## config.mk

```make
export PLATFORM = sky130hd
export DESIGN_NAME = sacd_front
export DESIGN_NICKNAME = d
export VERILOG_FILES = /design/src/sacd_pkg.sv /design/src/sacd_front.sv
export SDC_FILE = /design/constraint.sdc
export NUM_CORES = 1
export LEC_CHECK = 0
export BUFFER_PORTS_ARGS = -buffer_cell sky130_fd_sc_hd__buf_2
export CAP_MARGIN = 25
export CORE_MARGIN = 10
export CORE_UTILIZATION = 46
export DETAILED_ROUTE_END_ITERATION = 10
export MAX_ROUTING_LAYER = met4
export PLACE_DENSITY_LB_ADDON = 0.1
export REMOVE_ABC_BUFFERS = 1
export SYNTH_ARGS = -nofsm -noshare
export SYNTH_HDL_FRONTEND = slang
export SYNTH_SLANG_ARGS = --single-unit
```

## constraint.sdc

```tcl
create_clock -name clk -period 4 [get_ports clk]
set_input_delay 0.8 -clock clk [delete_from_list [all_inputs] [get_ports clk]]
set_output_delay 0.8 -clock clk [all_outputs]
set_load 0.01 [all_outputs]
```

## src/sacd_pkg.sv

```systemverilog
// Package for the set-associative cache directory.
// Holds the command codes and the transaction structures shared by the front,
// the queue and the back end. It depends on nothing.
package sacd_pkg;

  localparam logic [1:0] CMD_ACCESS = 2'd0;
  localparam logic [1:0] CMD_INVAL  = 2'd1;
  localparam logic [1:0] CMD_EVICT  = 2'd2;
  localparam logic [1:0] CMD_NOP    = 2'd3;

  localparam logic [1:0] CFG_WAYS   = 2'd0;
  localparam logic [1:0] CFG_OFFSET = 2'd1;
  localparam logic [1:0] CFG_INDEX  = 2'd2;

  typedef struct packed {
    logic [1:0]  cmd;
    logic [31:0] address;
    logic        is_write;
    logic [19:0] virt_page;
    logic [19:0] phys_frame;
    logic [31:0] tag;
    logic [11:0] set_idx;
  } req_t;

  typedef struct packed {
    logic        hit;
    logic        evicted;
    logic [31:0] victim_address;
    logic [31:0] victim_tag;
    logic [7:0]  victim_index;
    logic        victim_dirty;
    logic [19:0] victim_virt_page;
    logic [19:0] victim_frame;
    logic [2:0]  way;
  } rsp_t;

endpackage

```

## src/sacd_front.sv

```systemverilog
// Front end of the cache directory: accepts a transaction and splits the
// address into tag and set index. Depends on sacd_pkg.
module sacd_front #(
  parameter int SET_BITS = 8
) (
  input  logic             clk,
  input  logic             rst_n,
  input  logic             in_valid,
  output logic             in_ready,
  input  logic [1:0]       in_cmd,
  input  logic [31:0]      in_address,
  input  logic             in_is_write,
  input  logic [19:0]      in_virt_page,
  input  logic [19:0]      in_phys_frame,
  input  logic [3:0]       offset_bits,
  input  logic [3:0]       idx_field_bits,
  output logic             req_valid,
  input  logic             req_ready,
  output sacd_pkg::req_t   req
);
  logic          full_r;
  sacd_pkg::req_t req_r;
  logic [31:0]   shifted;
  logic [31:0]   idx_mask;
  logic [31:0]   tag_c;
  logic [4:0]    tsh;

  assign in_ready  = !full_r || req_ready;
  assign req_valid = full_r;
  assign req       = req_r;

  always_comb begin
    shifted  = in_address >> offset_bits;
    idx_mask = (32'd1 << idx_field_bits) - 32'd1;
    tsh      = 5'(offset_bits) + 5'(idx_field_bits);
    tag_c    = (6'(offset_bits) + 6'(idx_field_bits) > 6'd31) ? 32'd0 : (in_address >> tsh);
  end

  always_ff @(posedge clk) begin
    if (!rst_n) begin
      full_r <= 1'b0;
    end else if (in_ready) begin
      full_r <= in_valid;
    end
    if (in_valid && in_ready) begin
      req_r.cmd        <= in_cmd;
      req_r.address    <= in_address;
      req_r.is_write   <= in_is_write;
      req_r.virt_page  <= in_virt_page;
      req_r.phys_frame <= in_phys_frame;
      req_r.tag        <= tag_c;
      req_r.set_idx    <= 12'(SET_BITS'(shifted & idx_mask));
    end
  end
endmodule

```

Word-level counts from Yosys, hierarchy flattened
Index checks and enable logic that the tools add are counted.
{"block": "word_totals", "out_inout_bits": 121, "mem_bits_rw": 0, "romBits": 0, "mem_count": 0, "word_cells": 19, "regBits": 116, "in_bits": 87, "latch_bits": 0}
{"block": "op_classes", "add_sub_neg": 3, "order_cmp": 1, "eq_ne": 0, "n_mul": 0, "div_mod_pow": 0, "n_reduce_logical": 3, "n_bitwise": 1, "mux": 0, "shift": 3}
{"operator": "32-bit by 4-bit >> shifter with 8-bit output", "n": 1}
{"operator": "32-bit by 5-bit >> shifter with 32-bit output", "n": 1}
{"operator": "4-bit by 4-bit adder with 5-bit output", "n": 2}
{"operator": "8-bit AND", "n": 1}
{"operator": "1-bit by 4-bit << shifter with 8-bit output, first input constant", "n": 1}
{"operator": "8-bit by 1-bit subtractor with 8-bit output, second input constant", "n": 1}
{"operator": "5-bit greater-than comparator, second input constant", "n": 1}
{"operator": "1-bit logical AND", "n": 1}
{"operator": "1-bit zero test", "n": 1}
{"operator": "1-bit logical OR", "n": 1}

Depth between registers and ports, before layout
Gate-level depths: netlist of the first run.
{"block": "depth", "ltp_word": 3, "ltp_mapped": 10, "ltp_nobuf": 7}

Worst setup path before layout of the first run
Ideal clock, no wire load.
{"block": "synth_timing", "path_kind": "input to register", "startpoint": "in req_ready", "endpoint": "reg req_r, in the netlist req[0] (enable)", "arrival_ps": 3662, "stages": 2, "setup_ps": 488, "slack_ps": -149, "path_buffers": 0, "required_ps": 3512, "cell_sequence": "nand2b_1 > and2_1"}
{"block": "synth_via", "elab_chain_len": 2}
{"element": "start, declared", "line_no": "sacd_front.sv:18", "source": "input logic req_ready,"}
{"element": "1-bit logical OR", "line_no": "sacd_front.sv:28", "source": "assign in_ready = !full_r || req_ready;"}
{"element": "1-bit logical AND", "line_no": "sacd_front.sv:45", "source": "if (in_valid && in_ready) begin"}
{"element": "end, declared", "line_no": "sacd_front.sv:22", "source": "sacd_pkg::req_t req_r;"}
No other way between the ends.
A chain may end at the register's enable or synchronous reset.

Worst setup path after layout of the first run
{"block": "layout_timing", "startpoint": "in offset_bits[0]", "endpoint": "reg req_r, in the netlist req[17], data pin"}
{"block": "layout_via", "elab_chain_len": 2, "word_cells_on_any_way": 4, "classes_between": "add/sub (2); order compare (1); shift (1)"}
{"element": "start, declared", "line_no": "sacd_front.sv:15", "source": "input logic [3:0] offset_bits,"}
{"element": "4-bit by 4-bit adder with 5-bit output", "line_no": "sacd_front.sv:35, sacd_front.sv:36"}
{"element": "32-bit by 5-bit >> shifter with 32-bit output or 5-bit greater-than comparator (tied branches)", "line_no": "sacd_front.sv:36", "source": "tag_c = (6'(offset_bits) + 6'(idx_field_bits) > 6'd31) ? 32'd0 : (in_address >> tsh);"}
Parallel ways exist; a longest one is shown, timed or not.

==> results of run 1 <==
==> final cells by class <==
| cell class | instances | area, um2 | area share [%] |
|---|---|---|---|
| clock buffers | 19 | 432.9 | 5.491 |
| clock inverters | 12 | 138.9 | 1.762 |
| inverters | 6 | 22.52 | 0.2857 |
| multi-input cells | 274 | 2470 | 31.33 |
| flip-flops and latches | 116 | 3473 | 44.06 |
| well taps | 176 | 220.2 | 2.793 |
| repair buffers | 216 | 1126 | 14.28 |
==> path summary, 6_finish.rpt <==
kind,to,slack [ps],cells after the start
max,req[17],750,8
min,req_valid,550,2
max reg2reg,req[84],2260,3
min reg2reg,req_valid,550,2
==> metrics by stage <==
step	total power, mW	instance area (um2)	setup slack [ps]	TNS, ps
2_1_floorplan	2.091	5957	-149.3	-17590
3_3_place_gp	2.423	7312	413.2	0
3_5_place_dp	2.433	7312	326.8	0
4_1_cts	3.896	7884	769.9	0
5_1_grt	4.039	7884	609.3	0
6_report	3.855	7884	746.5	0
==> cells in the final DEF, fill, tap and decap left out, types with 3 or more instances in the layout <==
cell       netlist  final
nand2_1         43     43
mux2i_1         32     32
mux4_2          29     29
or3_1            5      5
o211ai_1         9      9
conb_1           1      4
ha_1             5      5
nor2_1          20     20
a21oi_1         10      9
o21ai_0         14     14
mux4_1           7      7
nor3_1          10     10
clkinv_2         0      5
mux2_2          16     16
a211oi_1         5      5
edfxtp_1       115    115
o221ai_1         3      3
a21o_1           5      5
o2bb2ai_1        4      4
buf_2            6    203
a31oi_1          7      7
a22o_1           4      4
and2_1           4      3
nand2b_1         3      3
nand3_1          8      8
o22ai_1          3      3
bufinv_16        0      3
clkbuf_16        0     17
inv_1            6      6
and3_1           5      5
buf_4           10     12
==> power by group through the flow <==
stage,registers [mW],clock network (mW),logic [mW]
floorplan,1.60,0,0.492
global placement,1.53,0,0.895
detailed placement,1.53,0,0.903
CTS,1.51,1.48,0.906
global route,1.51,1.54,0.983
finish,1.51,1.45,0.901
==> flip-flops by register name, indices dropped and copies added, names as in the netlist <==
name,cells
req,115
req_valid,1
==> synthesized netlist by cell type, types with 2 or more instances <==
master | number | area, um2
edfxtp_1 | 115 | 3453
nand2_1 | 43 | 161.4
mux2i_1 | 32 | 320.3
mux4_2 | 29 | 653.1
nor2_1 | 20 | 75.07
mux2_2 | 16 | 180.2
clkbuf_1 | 14 | 52.55
o21ai_0 | 14 | 70.07
a21oi_1 | 10 | 50.05
buf_4 | 10 | 75.07
nor3_1 | 10 | 50.05
o211ai_1 | 9 | 67.56
nand3_1 | 8 | 40.04
a31oi_1 | 7 | 43.79
mux4_1 | 7 | 183.9
buf_2 | 6 | 30.03
inv_1 | 6 | 22.52
a211oi_1 | 5 | 37.54
a21o_1 | 5 | 37.54
and3_1 | 5 | 31.28
ha_1 | 5 | 62.56
or3_1 | 5 | 31.28
a22o_1 | 4 | 35.03
and2_1 | 4 | 25.02
o2bb2ai_1 | 4 | 35.03
nand2b_1 | 3 | 18.77
o221ai_1 | 3 | 26.28
o22ai_1 | 3 | 18.77
a21boi_0 | 2 | 15.01
a221oi_1 | 2 | 17.52
buf_6 | 2 | 22.52
o211a_1 | 2 | 20.02
xnor2_1 | 2 | 17.52
xor2_1 | 2 | 17.52
==> metal layers <==
metal	part of all wire [%]	track usage (%)
met5	0	-
met3	8.2	5.972
met4	1.0	4.665
met2	49	29.19
met1	42	23.16
==> kinds of logic after synthesis <==
kind of cell	after synthesis	synth area share, %
DFF	116	56.60
and+or+nand+nor	100	7.380
muxes	84	21.79
AOI/OAI and AO/OA	75	8.502
buffers and inverters	40	3.486
adders and majority gates	6	1.346
xor gates and xnor gates	5	0.8361
other	1	0.06110
==> tightest hold or removal path: cells and delay by family (launching register included) <==
family           cells  cell delay, ps
flip-flops           1             300
AND/OR/NAND/NOR      1             110
AO/OA/AOI/OAI        1              90
==> impl_metrics.json, run 1 <==
{
  "crit_path_end_kind": "flip-flop",
  "track_usage_pct": 18.68,
  "drtIter0Drc": 368,
  "cp-startpoint": "offset_bits[0]",
  "switching_share_pct": 26.51,
  "setup_viol": 0,
  "clockBufferDepth": 2,
  "clk_root_buffer_cell": "clkbuf_16",
  "slew_viol_final": 0,
  "antenna_left": 0,
  "leakage_nw": 3.277,
  "synth_edf_count": 115,
  "drc_errors": 0,
  "netlist_instances": 427,
  "worst_path_max_delay_cell": "fa_2",
  "port_buffers": 203,
  "post_cts_buffers": 0,
  "via_per_inst": 5.557,
  "drive_above_1_share_pct": 46.03,
  "seq_power_share_pct": 39.1,
  "cap_violations": 0,
  "combPwrFrac_pct": 23.4,
  "final_net_count": 724,
  "p_int_mw": 2.833,
  "grt_overflow_total": 0,
  "hold_viol": 0,
  "reg2reg_from": "req_valid",
  "crit_chain": "buf_2, ha_1, fa_2, buf_4, mux4_1, or3_1, o221ai_1, o21ai_0",
  "max-vdd-ir-drop_mv": 0.2695,
  "criticalPathCategory": "primary input to flip-flop",
  "synth_seq_cells": 116,
  "cpLargestDelayFamily": "adder cells",
  "path_buf_inv": 2,
  "grt_max_degree": 71,
  "start_util_pct": 46.71,
  "die_area_um2": 18360,
  "dp_cells": 788,
  "hold_ws_ps": 550.3,
  "fmax_mhz": 307.4,
  "vias": 4551,
  "cp.required_ps": 4140,
  "slew_headroom_pct": 55.45,
  "num_antenna_cells": 0,
  "synthToLayoutAreaGrowth_pct": 28.46,
  "ys_warn_count": 0,
  "ys_seq_area_share_pct": 56.60,
  "clkPwrFrac_pct": 37.6,
  "cts.clk_slew.worst_paths_ps": 50,
  "cts_tree": "yes",
  "grt_pass1_vias": 4636,
  "finalCriticalPeriod_ps": 3254,
  "p_sw_mw": 1.022,
  "fp.dieW_um": 135.5,
  "avgSynthCellArea_um2": 14.37,
  "drtPass1Iterations": 7,
  "netlist_area_um2": 6137,
  "post-dp-hpwl_um": 12780,
  "io_pins": 208,
  "cts_buffers": 17,
  "critPathArrivalTime_ps": 3390,
  "fin_cells": 819,
  "htree_num_levels": 4,
  "grt_pass1_wl_um": 25800,
  "fillCellCount": 1082,
  "finalClockSkew_ps": 8.453,
  "synth_ff_type": "edfxtp_1",
  "utilization_pct": 60.01,
  "antenna_found_initial": 0,
  "clkLatencyLatePin_ps": 410,
  "cellPowerDensity_nw_per_um2": 489.0,
  "postCtsHoldBufs": 0,
  "cpPeakStageDelay_ps": 770,
  "cts_resized": 0,
  "gp_congestion": 0.9874,
  "cp-start-kind": "primary input",
  "drt-wirelength-per-cell_um": 20.37,
  "status": "completed",
  "die_h_um": 135.5,
  "worst_hold_path_type": "flip-flop to flip-flop",
  "async_flop_share_pct": 0,
  "post-route-period-util_pct": 81.34,
  "cts.sinks": 116,
  "cp_max_fo": 13,
  "wl_um": 16680,
  "ys_types": 47,
  "rsz0062_at_grt": "no",
  "hold_start": "req_valid",
  "core_um2": 13140,
  "worst_pin_slew_ps": 668.2,
  "num_rows": 42
}
Note: power is estimated with default switching activity, not from simulation.
==> run 2, diff against run 1 <==
Clock period 4 ns to 2.8 ns, I/O delays scaled along.
==> run 2 against run 1 <==
  * Non-clock buffer count is 38 higher
  * Clock skew is 2.1 ps higher
  * Power is 43% higher
  * First-iteration DRC count is 33% lower
  * Global-route usage is 1.4 points higher
  * Register-to-register slack worse by 960 ps
  * Wire length is 6.8% higher
  * Final cell count is 4.5% higher
  * Core utilization is 2.4 points higher
  * Combinational power is 61% higher
  * Critical path depth is 1 higher
  * Sequential share of layout area is 1.7 points lower
  * Largest cell class unchanged
  * Largest power group unchanged
==> impl_metrics.json, run 2 (synthesis gave the netlist of run 1 again) <==
{
  "drtIter0Drc": 248,
  "clk_root_buffer_cell": "clkbuf_16",
  "start_util_pct": 46.71,
  "cts_tree": "yes",
  "largest_reg_flops": 115,
  "die_h_um": 135.5,
  "num_antenna_cells": 0,
  "cellPowerDensity_nw_per_um2": 673.4,
  "cp_max_fo": 5,
  "worst_hold_path_type": "primary input to flip-flop",
  "leakage_nw": 3.462,
  "cpPeakStageDelay_ps": 580,
  "track_usage_pct": 20.08,
  "via_per_inst": 5.457,
  "crit_chain": "buf_2, ha_1, fa_2, clkbuf_4, buf_4, mux4_1, a21oi_1, a22oi_1, a22o_1",
  "grt_pass1_vias": 4901,
  "finalCriticalPeriod_ps": 2721,
  "fmax_mhz": 367.5,
  "clkLatencyLatePin_ps": 420,
  "drt-wirelength-per-cell_um": 20.82,
  "hold_viol": 0,
  "num_rows": 42,
  "fillCellCount": 1069,
  "cts_buffers": 17,
  "cp-start-kind": "primary input",
  "synthToLayoutAreaGrowth_pct": 33.58,
  "core_um2": 13140,
  "layout_commonest_cell": "buf_2",
  "fin_area_um2": 8198,
  "antenna_left": 0,
  "final_cell_mix": "203 x buf_2, 115 x edfxtp_1, 43 x nand2_1, 43 x buf_4, 31 x mux2i_1",
  "io_pins": 208,
  "drive_above_1_share_pct": 49.41,
  "fp.dieW_um": 135.5,
  "die_area_um2": 18360,
  "post-dp-hpwl_um": 13550,
  "max-vdd-ir-drop_mv": 0.4408,
  "vias": 4671,
  "cap_violations": 0,
  "cts.clk_slew.worst_paths_ps": 50,
  "worst_pin_slew_ps": 509.9,
  "status": "completed",
  "clockBufferDepth": 2,
  "crit_path_end_kind": "flip-flop",
  "finalClockSkew_ps": 10.54,
  "grt_max_degree": 43,
  "rsz0062_at_grt": "no",
  "gp_congestion": 0.9061,
  "slew_headroom_pct": 65.97,
  "cp.required_ps": 2960,
  "grt_overflow_total": 0,
  "slew_viol_final": 0,
  "criticalPathCategory": "primary input to flip-flop",
  "drtPass1Iterations": 5,
  "utilization_pct": 62.40,
  "antenna_found_initial": 0,
  "htree_num_levels": 4,
  "worst_path_max_delay_cell": "mux4_1",
  "port_buffers": 203,
  "cts.sinks": 116,
  "setup_viol": 0,
  "final_net_count": 762,
  "drc_errors": 0,
  "fin_total_pwr_mw": 5.520,
  "post-route-period-util_pct": 97.19,
  "critPathArrivalTime_ps": 2880,
  "place_area_um2": 7657,
  "wl_um": 17820,
  "grt_pass1_wl_um": 27760
}
==> run 2: layer usage <==
metal	GRT usage, %	vias up	part of all wire, %
li1	-	2179	-
met1	23.47	2278	40
met2	32.64	188	51
met3	5.972	26	7.7
met4	6.519	0	1.4
met5	-	-	0
==> run 2: path summary, 6_finish.rpt <==
kind                            depth (start not counted)        end             start  slack, ps
worst max register to register                          3    req[81]         req_valid       1300
worst min-delay path                                    1    req[46]  in_phys_frame[2]        320
worst max-delay path                                    9    req[18]    offset_bits[0]         80
worst min register to register                          2  req_valid         req_valid        560
==> run 2: what timing repair did <==
| item | in CTS | in global routing |
|---|---|---|
| hold buffers | 0 | 0 |
| endpoints found under the hold margin | 0 | 0 |
| resized for setup | 0 | 2 |
| endpoints found under the setup margin | 0 | 6 |
| setup buffers | 0 | 2 |
==> run 2: cell type report <==
class                      count  area (um2)  area share (%)
clock inverter                12       92.59           1.129
sequential                   116        3473           42.37
multi-input combinational    274        2474           30.17
inverter                       6       22.52          0.2747
clock buffer                  18       429.2           5.235
timing repair buffer         254        1486           18.13
tap                          176       220.2           2.686
==> run 2: power by group <==
group	leakage, nW	internal [mW]	switching, mW
registers	1.13	2.12	0.0334
clock network	0.258	1.19	0.729
logic	2.07	0.680	0.770
total	3.46	3.99	1.53
==> run 2: stage by stage <==
step	hold slack (ps)	setup TNS [ps]	cells	worst slack, ps
4_1_cts	301.7	0	854	103.6
3_5_place_dp	552.7	-6779	824	-328.7
5_1_grt	303.9	0	856	13.66
6_report	324.3	0	856	78.78
3_3_place_gp	505.3	-6635	824	-317.1
2_1_floorplan	609.6	-153850	396	-1109
==> run 2: critical path, delay by kind of cell <==
family / cells / cell delay (ps)
mux: 1 / 580
compound gates: 3 / 540
fa+ha+maj: 2 / 780
buf+inv: 3 / 430
